File: src/rtl/rgbab_pkg.sv
// Shared types and codes for the RGBA blend unit.
`default_nettype none

package rgbab_pkg;

   // Blend factor codes; any code outside this set selects ONE.
   typedef enum logic [3:0] {
      FACT_ZERO           = 4'd0,
      FACT_ONE            = 4'd1,
      FACT_SRC_COLOR      = 4'd2,
      FACT_INV_SRC_COLOR  = 4'd3,
      FACT_DST_COLOR      = 4'd4,
      FACT_INV_DST_COLOR  = 4'd5,
      FACT_SRC_ALPHA      = 4'd6,
      FACT_INV_SRC_ALPHA  = 4'd7,
      FACT_DST_ALPHA      = 4'd8,
      FACT_INV_DST_ALPHA  = 4'd9,
      FACT_ALPHA_SATURATE = 4'd10
   } factor_code_type;

   // Register indexes of the configuration port.
   localparam logic [1:0] CSR_BLEND_ENABLE  = 2'd0;
   localparam logic [1:0] CSR_SOURCE_FACTOR = 2'd1;
   localparam logic [1:0] CSR_DEST_FACTOR   = 2'd2;

   // Reset values of the configuration registers.
   localparam logic       RST_BLEND_ENABLE  = 1'b0;
   localparam logic [3:0] RST_SOURCE_FACTOR = 4'd1;
   localparam logic [3:0] RST_DEST_FACTOR   = 4'd0;

   // Control that the top level hands to every colour lane.
   typedef struct packed {
      logic       blend_en;
      logic [3:0] src_code;
      logic [3:0] dst_code;
      logic       load_prod;
      logic       load_res;
   } lane_ctrl_type;

endpackage

`default_nettype wire

File: src/rtl/rgbab_lane.sv
// One colour lane: factor selection, two products, rounding divide and clamp.
`default_nettype none

module rgbab_lane #(
   parameter int CHANNEL_BITS = 8,
   parameter bit IS_ALPHA     = 1'b0
) (
   input  wire logic                      clock,
   input  wire rgbab_pkg::lane_ctrl_type  ctrl,
   input  wire logic [CHANNEL_BITS-1:0]   src_chan,
   input  wire logic [CHANNEL_BITS-1:0]   dst_chan,
   input  wire logic [CHANNEL_BITS-1:0]   src_a_chan,
   input  wire logic [CHANNEL_BITS-1:0]   dst_a_chan,
   output logic      [CHANNEL_BITS-1:0]   result
);

   localparam int CB = CHANNEL_BITS;
   localparam int SW = 2 * CB + 1;
   localparam logic [CB-1:0] MAXV = {CB{1'b1}};
   localparam logic [CB-1:0] HALF = {1'b0, {(CB-1){1'b1}}};
   // Smallest sum whose quotient would exceed the full-scale value.
   localparam logic [SW-1:0] SAT_LIM = {1'b0, MAXV, {CB{1'b0}}};

   logic [CB-1:0]   inv_dst_a;
   logic [CB-1:0]   sat_factor;
   logic [CB-1:0]   fact_s;
   logic [CB-1:0]   fact_d;
   logic [2*CB-1:0] prod_s_ff;
   logic [2*CB-1:0] prod_s_in;
   logic [2*CB-1:0] prod_d_ff;
   logic [2*CB-1:0] prod_d_in;
   logic [SW-1:0]   sum;
   logic [SW-1:0]   quo_tmp;
   logic [CB-1:0]   result_ff;
   logic [CB-1:0]   result_in;

   // Maps a factor code to a unorm factor for this lane.
   function automatic logic [CB-1:0] pick_factor(
      input logic [3:0]    code,
      input logic [CB-1:0] s,
      input logic [CB-1:0] d,
      input logic [CB-1:0] sa,
      input logic [CB-1:0] da,
      input logic [CB-1:0] sat
   );
      logic [CB-1:0] f;
      case (code)
         rgbab_pkg::FACT_ZERO:           f = '0;
         rgbab_pkg::FACT_ONE:            f = MAXV;
         rgbab_pkg::FACT_SRC_COLOR:      f = s;
         rgbab_pkg::FACT_INV_SRC_COLOR:  f = MAXV - s;
         rgbab_pkg::FACT_DST_COLOR:      f = d;
         rgbab_pkg::FACT_INV_DST_COLOR:  f = MAXV - d;
         rgbab_pkg::FACT_SRC_ALPHA:      f = sa;
         rgbab_pkg::FACT_INV_SRC_ALPHA:  f = MAXV - sa;
         rgbab_pkg::FACT_DST_ALPHA:      f = da;
         rgbab_pkg::FACT_INV_DST_ALPHA:  f = MAXV - da;
         rgbab_pkg::FACT_ALPHA_SATURATE: f = IS_ALPHA ? MAXV : sat;
         default:                        f = MAXV;
      endcase
      return f;
   endfunction

   // Factor selection. With blending off the source passes through as
   // source times one plus destination times zero, which rounds back exactly.
   always_comb begin
      inv_dst_a  = MAXV - dst_a_chan;
      sat_factor = (src_a_chan < inv_dst_a) ? src_a_chan : inv_dst_a;
      if (ctrl.blend_en) begin
         fact_s = pick_factor(ctrl.src_code, src_chan, dst_chan, src_a_chan,
                              dst_a_chan, sat_factor);
         fact_d = pick_factor(ctrl.dst_code, src_chan, dst_chan, src_a_chan,
                              dst_a_chan, sat_factor);
      end else begin
         fact_s = MAXV;
         fact_d = '0;
      end
      prod_s_in = src_chan * fact_s;
      prod_d_in = dst_chan * fact_d;
   end

   // First stage: the two products.
   always_ff @(posedge clock) begin
      if (ctrl.load_prod) begin
         prod_s_ff <= prod_s_in;
         prod_d_ff <= prod_d_in;
      end
   end

   // Rounded division by the full-scale value 2^N-1. Below the clamp limit
   // the quotient fits in N bits, where (x + (x >> N) + 1) >> N is exact.
   always_comb begin
      sum     = {1'b0, prod_s_ff} + {1'b0, prod_d_ff} + {{(CB+1){1'b0}}, HALF};
      quo_tmp = sum + (sum >> CB) + {{(SW-1){1'b0}}, 1'b1};
      if (sum >= SAT_LIM) begin
         result_in = MAXV;
      end else begin
         result_in = quo_tmp[2*CB-1:CB];
      end
   end

   // Second stage: the lane result.
   always_ff @(posedge clock) begin
      if (ctrl.load_res) begin
         result_ff <= result_in;
      end
   end

   assign result = result_ff;

endmodule

`default_nettype wire

File: src/rtl/rgba_blend_unit.sv
// Top level of the RGBA blend unit: configuration, four lanes and output stage.
`default_nettype none

// The unit blends one source colour with one destination colour per item,
// channel by channel, as (src*sf + dst*df + half)/full scale, clamped, with
// the factors chosen by the source_factor and dest_factor registers; with
// blend_enable clear the source colour passes through. Four identical lanes
// (red, green, blue, alpha) work side by side, each with two multipliers.
// An item passes three register stages (product stage, divide stage, output
// stage) and presents its result from the output stage; a new item is accepted
// every cycle as long as the result side does not
// stall. Configuration writes are always taken (csr_ready is held high) and
// must only be made while no item is in flight.
module rgba_blend_unit #(
   parameter int CHANNEL_BITS = 8
) (
   input  wire logic                    clock,
   input  wire logic                    reset,
   // Item input channel.
   input  wire logic                    req_valid,
   output logic                         req_stall,
   input  wire logic [CHANNEL_BITS-1:0] req_src_red,
   input  wire logic [CHANNEL_BITS-1:0] req_src_green,
   input  wire logic [CHANNEL_BITS-1:0] req_src_blue,
   input  wire logic [CHANNEL_BITS-1:0] req_src_alpha,
   input  wire logic [CHANNEL_BITS-1:0] req_dst_red,
   input  wire logic [CHANNEL_BITS-1:0] req_dst_green,
   input  wire logic [CHANNEL_BITS-1:0] req_dst_blue,
   input  wire logic [CHANNEL_BITS-1:0] req_dst_alpha,
   // Result channel.
   output logic                         rsp_valid,
   input  wire logic                    rsp_stall,
   output logic      [CHANNEL_BITS-1:0] rsp_out_red,
   output logic      [CHANNEL_BITS-1:0] rsp_out_green,
   output logic      [CHANNEL_BITS-1:0] rsp_out_blue,
   output logic      [CHANNEL_BITS-1:0] rsp_out_alpha,
   // Configuration write port.
   input  wire logic                    csr_valid,
   output logic                         csr_ready,
   input  wire logic [1:0]              csr_index,
   input  wire logic [3:0]              csr_data
);

   localparam int CB = CHANNEL_BITS;

   logic       blend_en_ff;
   logic       blend_en_in;
   logic [3:0] src_code_ff;
   logic [3:0] src_code_in;
   logic [3:0] dst_code_ff;
   logic [3:0] dst_code_in;

   logic       valid1_ff;
   logic       valid1_in;
   logic       valid2_ff;
   logic       valid2_in;
   logic       valid3_ff;
   logic       valid3_in;
   logic       ready1;
   logic       ready2;
   logic       ready3;

   rgbab_pkg::lane_ctrl_type lane_ctrl;

   logic [CB-1:0] lane_red;
   logic [CB-1:0] lane_green;
   logic [CB-1:0] lane_blue;
   logic [CB-1:0] lane_alpha;

   logic [CB-1:0] out_red_ff;
   logic [CB-1:0] out_green_ff;
   logic [CB-1:0] out_blue_ff;
   logic [CB-1:0] out_alpha_ff;

   // Configuration registers; writes to an unknown index are dropped.
   assign csr_ready = 1'b1;

   always_comb begin
      blend_en_in = blend_en_ff;
      src_code_in = src_code_ff;
      dst_code_in = dst_code_ff;
      if (csr_valid && csr_ready) begin
         case (csr_index)
            rgbab_pkg::CSR_BLEND_ENABLE:  blend_en_in = csr_data[0];
            rgbab_pkg::CSR_SOURCE_FACTOR: src_code_in = csr_data;
            rgbab_pkg::CSR_DEST_FACTOR:   dst_code_in = csr_data;
            default: ;
         endcase
      end
   end

   always_ff @(posedge clock) begin
      if (reset) begin
         blend_en_ff <= rgbab_pkg::RST_BLEND_ENABLE;
         src_code_ff <= rgbab_pkg::RST_SOURCE_FACTOR;
         dst_code_ff <= rgbab_pkg::RST_DEST_FACTOR;
      end else begin
         blend_en_ff <= blend_en_in;
         src_code_ff <= src_code_in;
         dst_code_ff <= dst_code_in;
      end
   end

   // Pipeline flow: a stage moves on when it is empty or its successor moves.
   always_comb begin
      ready3    = !valid3_ff || !rsp_stall;
      ready2    = !valid2_ff || ready3;
      ready1    = !valid1_ff || ready2;
      valid1_in = ready1 ? req_valid : valid1_ff;
      valid2_in = ready2 ? valid1_ff : valid2_ff;
      valid3_in = ready3 ? valid2_ff : valid3_ff;
   end

   always_ff @(posedge clock) begin
      if (reset) begin
         valid1_ff <= 1'b0;
         valid2_ff <= 1'b0;
         valid3_ff <= 1'b0;
      end else begin
         valid1_ff <= valid1_in;
         valid2_ff <= valid2_in;
         valid3_ff <= valid3_in;
      end
   end

   assign req_stall = !ready1;

   always_comb begin
      lane_ctrl.blend_en  = blend_en_ff;
      lane_ctrl.src_code  = src_code_ff;
      lane_ctrl.dst_code  = dst_code_ff;
      lane_ctrl.load_prod = ready1 && req_valid;
      lane_ctrl.load_res  = ready2 && valid1_ff;
   end

   // Four colour lanes.
   rgbab_lane #(.CHANNEL_BITS(CB), .IS_ALPHA(1'b0)) u_lane_red (
      .clock      (clock),
      .ctrl       (lane_ctrl),
      .src_chan   (req_src_red),
      .dst_chan   (req_dst_red),
      .src_a_chan (req_src_alpha),
      .dst_a_chan (req_dst_alpha),
      .result     (lane_red)
   );

   rgbab_lane #(.CHANNEL_BITS(CB), .IS_ALPHA(1'b0)) u_lane_green (
      .clock      (clock),
      .ctrl       (lane_ctrl),
      .src_chan   (req_src_green),
      .dst_chan   (req_dst_green),
      .src_a_chan (req_src_alpha),
      .dst_a_chan (req_dst_alpha),
      .result     (lane_green)
   );

   rgbab_lane #(.CHANNEL_BITS(CB), .IS_ALPHA(1'b0)) u_lane_blue (
      .clock      (clock),
      .ctrl       (lane_ctrl),
      .src_chan   (req_src_blue),
      .dst_chan   (req_dst_blue),
      .src_a_chan (req_src_alpha),
      .dst_a_chan (req_dst_alpha),
      .result     (lane_blue)
   );

   rgbab_lane #(.CHANNEL_BITS(CB), .IS_ALPHA(1'b1)) u_lane_alpha (
      .clock      (clock),
      .ctrl       (lane_ctrl),
      .src_chan   (req_src_alpha),
      .dst_chan   (req_dst_alpha),
      .src_a_chan (req_src_alpha),
      .dst_a_chan (req_dst_alpha),
      .result     (lane_alpha)
   );

   // Output stage: gathers the four lane results into one item.
   always_ff @(posedge clock) begin
      if (ready3 && valid2_ff) begin
         out_red_ff   <= lane_red;
         out_green_ff <= lane_green;
         out_blue_ff  <= lane_blue;
         out_alpha_ff <= lane_alpha;
      end
   end

   assign rsp_valid     = valid3_ff;
   assign rsp_out_red   = out_red_ff;
   assign rsp_out_green = out_green_ff;
   assign rsp_out_blue  = out_blue_ff;
   assign rsp_out_alpha = out_alpha_ff;

   // The input is held off only when every stage holds an item.
   a_stall_only_when_full: assert property (@(posedge clock) disable iff (reset)
      req_stall |-> (valid1_ff && valid2_ff && valid3_ff))
      else $error("input stalled while the pipeline has an empty stage");

   // A blocked divide stage keeps its item.
   a_stage2_holds: assert property (@(posedge clock) disable iff (reset)
      (valid2_ff && !ready3) |=> valid2_ff)
      else $error("divide stage lost an item while blocked");

   // A blocked product stage keeps its item.
   a_stage1_holds: assert property (@(posedge clock) disable iff (reset)
      (valid1_ff && !ready2) |=> valid1_ff)
      else $error("product stage lost an item while blocked");

endmodule

`default_nettype wire

File: config.mk
export PLATFORM = sky130hd
export DESIGN_NAME = rgba_blend_unit
export DESIGN_NICKNAME = d
export VERILOG_FILES = /design/src/rtl/rgbab_pkg.sv /design/src/rtl/rgbab_lane.sv /design/src/rtl/rgba_blend_unit.sv
export SDC_FILE = /design/constraint.sdc
export NUM_CORES = 2
export LEC_CHECK = 0
export BUFFER_PORTS_ARGS = -buffer_cell sky130_fd_sc_hd__buf_2
export CELL_PAD_IN_SITES_DETAIL_PLACEMENT = 0
export CELL_PAD_IN_SITES_GLOBAL_PLACEMENT = 1
export CORE_ASPECT_RATIO = 1.5
export CORE_MARGIN = 2
export CORE_UTILIZATION = 35
export CTS_BUF_LIST = sky130_fd_sc_hd__clkbuf_4 sky130_fd_sc_hd__clkbuf_8
export CTS_CLUSTER_SIZE = 12
export DETAILED_ROUTE_END_ITERATION = 8
export PLACE_DENSITY_LB_ADDON = 0.1
export SLEW_MARGIN = 15
export SYNTH_ARGS = -nofsm -noshare
export SYNTH_HDL_FRONTEND = slang
export SYNTH_SLANG_ARGS = --single-unit
File: constraint.sdc
create_clock -name clock -period 20.5 [get_ports clock]
set_input_delay 3.075 -clock clock [delete_from_list [all_inputs] [get_ports clock]]
set_output_delay 3.075 -clock clock [all_outputs]
set_load 0.01 [all_outputs]
==> summary.txt <==
STA
  • Slew @ Worst Pin: 1.22 ns
  • Fin. Hold Viols: 0
  • RSZ-0062 raised after global routing: false
  • Hold_ws: 0.418 ns
  • Peak Freq: 0.107 GHz
  • Slew margin rel.: 0.177
  • Final Skew: 0.0252 ns
  • Period utilization: 0.456
  • Final min period: 9.35 ns
  • Final Max Tran Viols: 0
  • Setup TNS Final: 0 ns
  • Setup-failing EPs final: 0

Synthesis
  • Async set-or-reset flop fraction in the synthesized netlist: 0
  • Syn nets: 4323
  • Post-synth top area share: 0.185
  • Number of flops mapped to enable cells by yosys: 192
  • Register bit total from synthesis: 204
  • Synth Flop Type: edfxtp_1
  • Area of the mapped netlist: 31600 µm²
  • Synth Instances: 3505
  • Area leader, netlist: fa_1
  • Synth cell types: 90
  • Avg Inst Size Synth: 9.02 µm²
  • Share of the yosys chip area belonging to registers: 0.190
  • Ys Warns: 0
  • Synth area leaders: fa_1, edfxtp_1, ha_1

Power and ir drop
  • NetSw: 1.79 mW
  • Sw frac: 0.466
  • Clk pwr share: 0.110
  • Max VDD drop: 0.000134 V
  • Static Leak: 16.0 nW
  • Pwr Density: 112 nW/µm²
  • Tot Pwr: 3.84 mW
  • Internal Power: 2.05 mW
  • Flop pwr share: 0.188
  • Comb pwr share: 0.702

Clocking
  • CTS max path bufs: 3
  • CTS tree: yes
  • Resize count post-CTS: 0
  • H-tree depth: 2
  • Clk slew on worst S/H paths: 0.06 ns
  • Hold_buf cts: 0
  • Clk root buf: clkbuf_8
  • Post-CTS Setup Bufs: 0
  • TritonCTS buffer count: 39
  • Clock tree sinks: 204
  • Skew-Pair Late Insertion Delay: 0.62 ns

Floorplanning
  • Die width: 249 µm
  • Core Area: 89900 µm²
  • Die Y: 372 µm
  • Io pins: 110
  • Die ar.: 92800 µm²
  • Initial Utilization: 0.352
  • Rows: 135

Drt
  • Total Wirelength: 89200 µm
  • Post-DRT Antenna Nets: 0
  • Drt drc: 0
  • Vias/cell: 5.25
  • Vias: 24940
  • Routed len/inst: 18.8 µm
  • DR iter-0 viols: 1365
  • Drt pass-1 iters: 5

Placement
  • Port Buffer Count: 108
  • Half-perimeter wire length after placement: 71600 µm
  • Placed instance count: 4671
  • Placer Congestion: 0.831

Global route
  • Total Routing Usage GR: 0.195
  • Met1 Use GR: 0.219
  • Largest net degree at the start of global routing: 84
  • GRT busiest layer: met2
  • First-pass GRT wire length: 144000 µm
  • Grt met3 use: 0.0308
  • Met2 Use GR: 0.369
  • Vias in the first global route: 26572
  • Grt total ovfl: 0
  • Initial antenna violation count: 29

Run
  • Total of max-cap violations: 0

Hold path
  • Hold Path Origin: u_lane_red.result[2]
  • Hold Path Class: reg -> reg

Final layout
  • Area growth from synthesis to layout: 8.00%
  • Layout cell share with drive strength beyond 1: 0.0897
  • Area of the multi-input gates: 22900 µm²
  • Register area: 6010 µm²
  • Fin cells: 4749
  • Final net count: 4366
  • Filler Cells Inserted: 9271

Worst setup path
  • Crit path required time: 20.84 ns
  • Worst EP arrival: 9.69 ns
  • Critical path class: in -> reg
  • Crit path buffers/inverters: 5
  • CP max stage delay: 0.84 ns
  • Crit. Startpoint: req_dst_alpha[1]
  • CP Launch Type: primary input
  • Worst Setup End Kind: flop
  • Reg2reg start: src_code_ff[0]
  • Largest delay share family, worst path: adder cells
  • Slowest CP cell: nor4_2
  • Critical Path Fanout Max: 16

Status
  • Status: finished, final reports clean
==> path summary, 6_finish.rpt <==
| kind | depth (start not counted) | end | slack [ns] |
|---|---|---|---|
| worst max-delay path | 25 | u_lane_red.prod_s_ff[15] | 11.15 |
| worst max register to register | 22 | u_lane_blue.prod_s_ff[15] | 13.39 |
| worst min-delay path | 0 | rsp_out_red[2] | 0.42 |
| worst min register to register | 0 | rsp_out_red[2] | 0.42 |
==> sequential cells by signal, summed over array words and instances (netlist names) <==
signal,count
u_lane_alpha.prod_s_ff,16
u_lane_red.prod_s_ff,16
rsp_out_green,8
u_lane_green.prod_d_ff,16
u_lane_red.prod_d_ff,16
src_code_ff,4
dst_code_ff,4
blend_en_ff,1
valid1_ff,1
u_lane_blue.prod_d_ff,16
valid2_ff,1
u_lane_green.prod_s_ff,16
u_lane_alpha.result,8
u_lane_alpha.prod_d_ff,16
u_lane_green.result,8
u_lane_red.result,8
rsp_valid,1
u_lane_blue.prod_s_ff,16
rsp_out_alpha,8
rsp_out_blue,8
u_lane_blue.result,8
rsp_out_red,8
==> cell families after synthesis <==
group           Yosys count  synth area share
compound gates          584             0.137
buf+inv                 722            0.0866
simple gates           1071             0.172
xor+xnor                168            0.0466
other cells               1          0.000119
flops                   204             0.190
fa+ha+maj               743             0.363
mux                      12           0.00384
==> layout make-up <==
class / instances / share of cell area
repair buffers: 136 / 0.0220
diodes: 7 / 0.000513
well taps: 1164 / 0.0427
multi-input cells: 2579 / 0.671
clock buffers: 42 / 0.0164
inverters: 588 / 0.0647
flip-flops and latches: 204 / 0.176
clock inverters: 29 / 0.00667
==> power groups by stage <==
stage | clock network (mW) | registers (mW) | logic [mW]
floorplan | 0 | 0.711 | 2.13
global placement | 0 | 0.732 | 2.68
detailed placement | 0 | 0.734 | 2.71
CTS | 0.447 | 0.726 | 2.74
global route | 0.461 | 0.731 | 3.09
finish | 0.423 | 0.720 | 2.69
==> metal layers <==
| layer | up-vias | wire [µm] |
|---|---|---|
| met5 | - | 146 |
| met1 | 12241 | 34800 |
| met4 | 26 | 3310 |
| li1 | 11950 | - |
| met2 | 541 | 46600 |
| met3 | 182 | 4370 |
==> cell usage in the layout, fill, tap and decap left out, types with 33 or more instances in the layout <==
master and count:
a21o_1 36, a21oi_1 105, a221oi_1 58, and2_1 117, buf_2 108, clkbuf_8 39
edfxtp_1 192, fa_1 292, ha_1 451, inv_1 585, nand2_1 162, nand2b_1 48
nand3_1 39, nor2_1 346, nor2b_1 124, nor3_1 82, o21ai_0 78, o221a_2 33
o22ai_1 35, xnor2_1 137
==> Yosys cell counts, drive strengths merged, types with 19 or more instances <==
master  number
nor3       102
nand2      162
a21oi      105
nor2       346
xor2        31
a31oi       20
a211oi      35
a21o        37
edfxtp     192
nand3       39
inv        585
o221a       33
nor2b      130
and3        19
ha         451
a221oi      59
nand2b      48
xnor2      137
and2       119
clkbuf     118
or3         19
or2         46
fa         292
o22ai       35
o21ai       90
==> worst register-to-register path: stages, from the launching register on <==
cell and delay (ns):
dfxtp_2 0.31, buf_4 0.32, clkinv_1 0.13, buf_4 0.42, nor3_1 0.10, a31oi_1 0.16
nor2_1 0.08, a211oi_1 0.88, o311ai_1 0.55, and2_1 0.35, fa_1 0.51, inv_1 0.06
fa_1 0.49, fa_1 0.43, fa_1 0.49, inv_1 0.04, ha_1 0.29, a21boi_0 0.15
o21ai_0 0.24, a22oi_1 0.13, a41o_1 0.28, o41a_1 0.33, xnor2_1 0.13
==> per-stage QoR <==
step	setup WS [ns]	instance area, µm²	utilization
floorplan	10.74	31600	-
global placement	10.65	33300	0.371
detailed placement	10.58	33300	0.371
CTS	11.21	34100	0.380
global route	10.73	34100	0.380
finish	11.15	34100	0.380
Note: power is estimated with default switching activity, not from simulation.
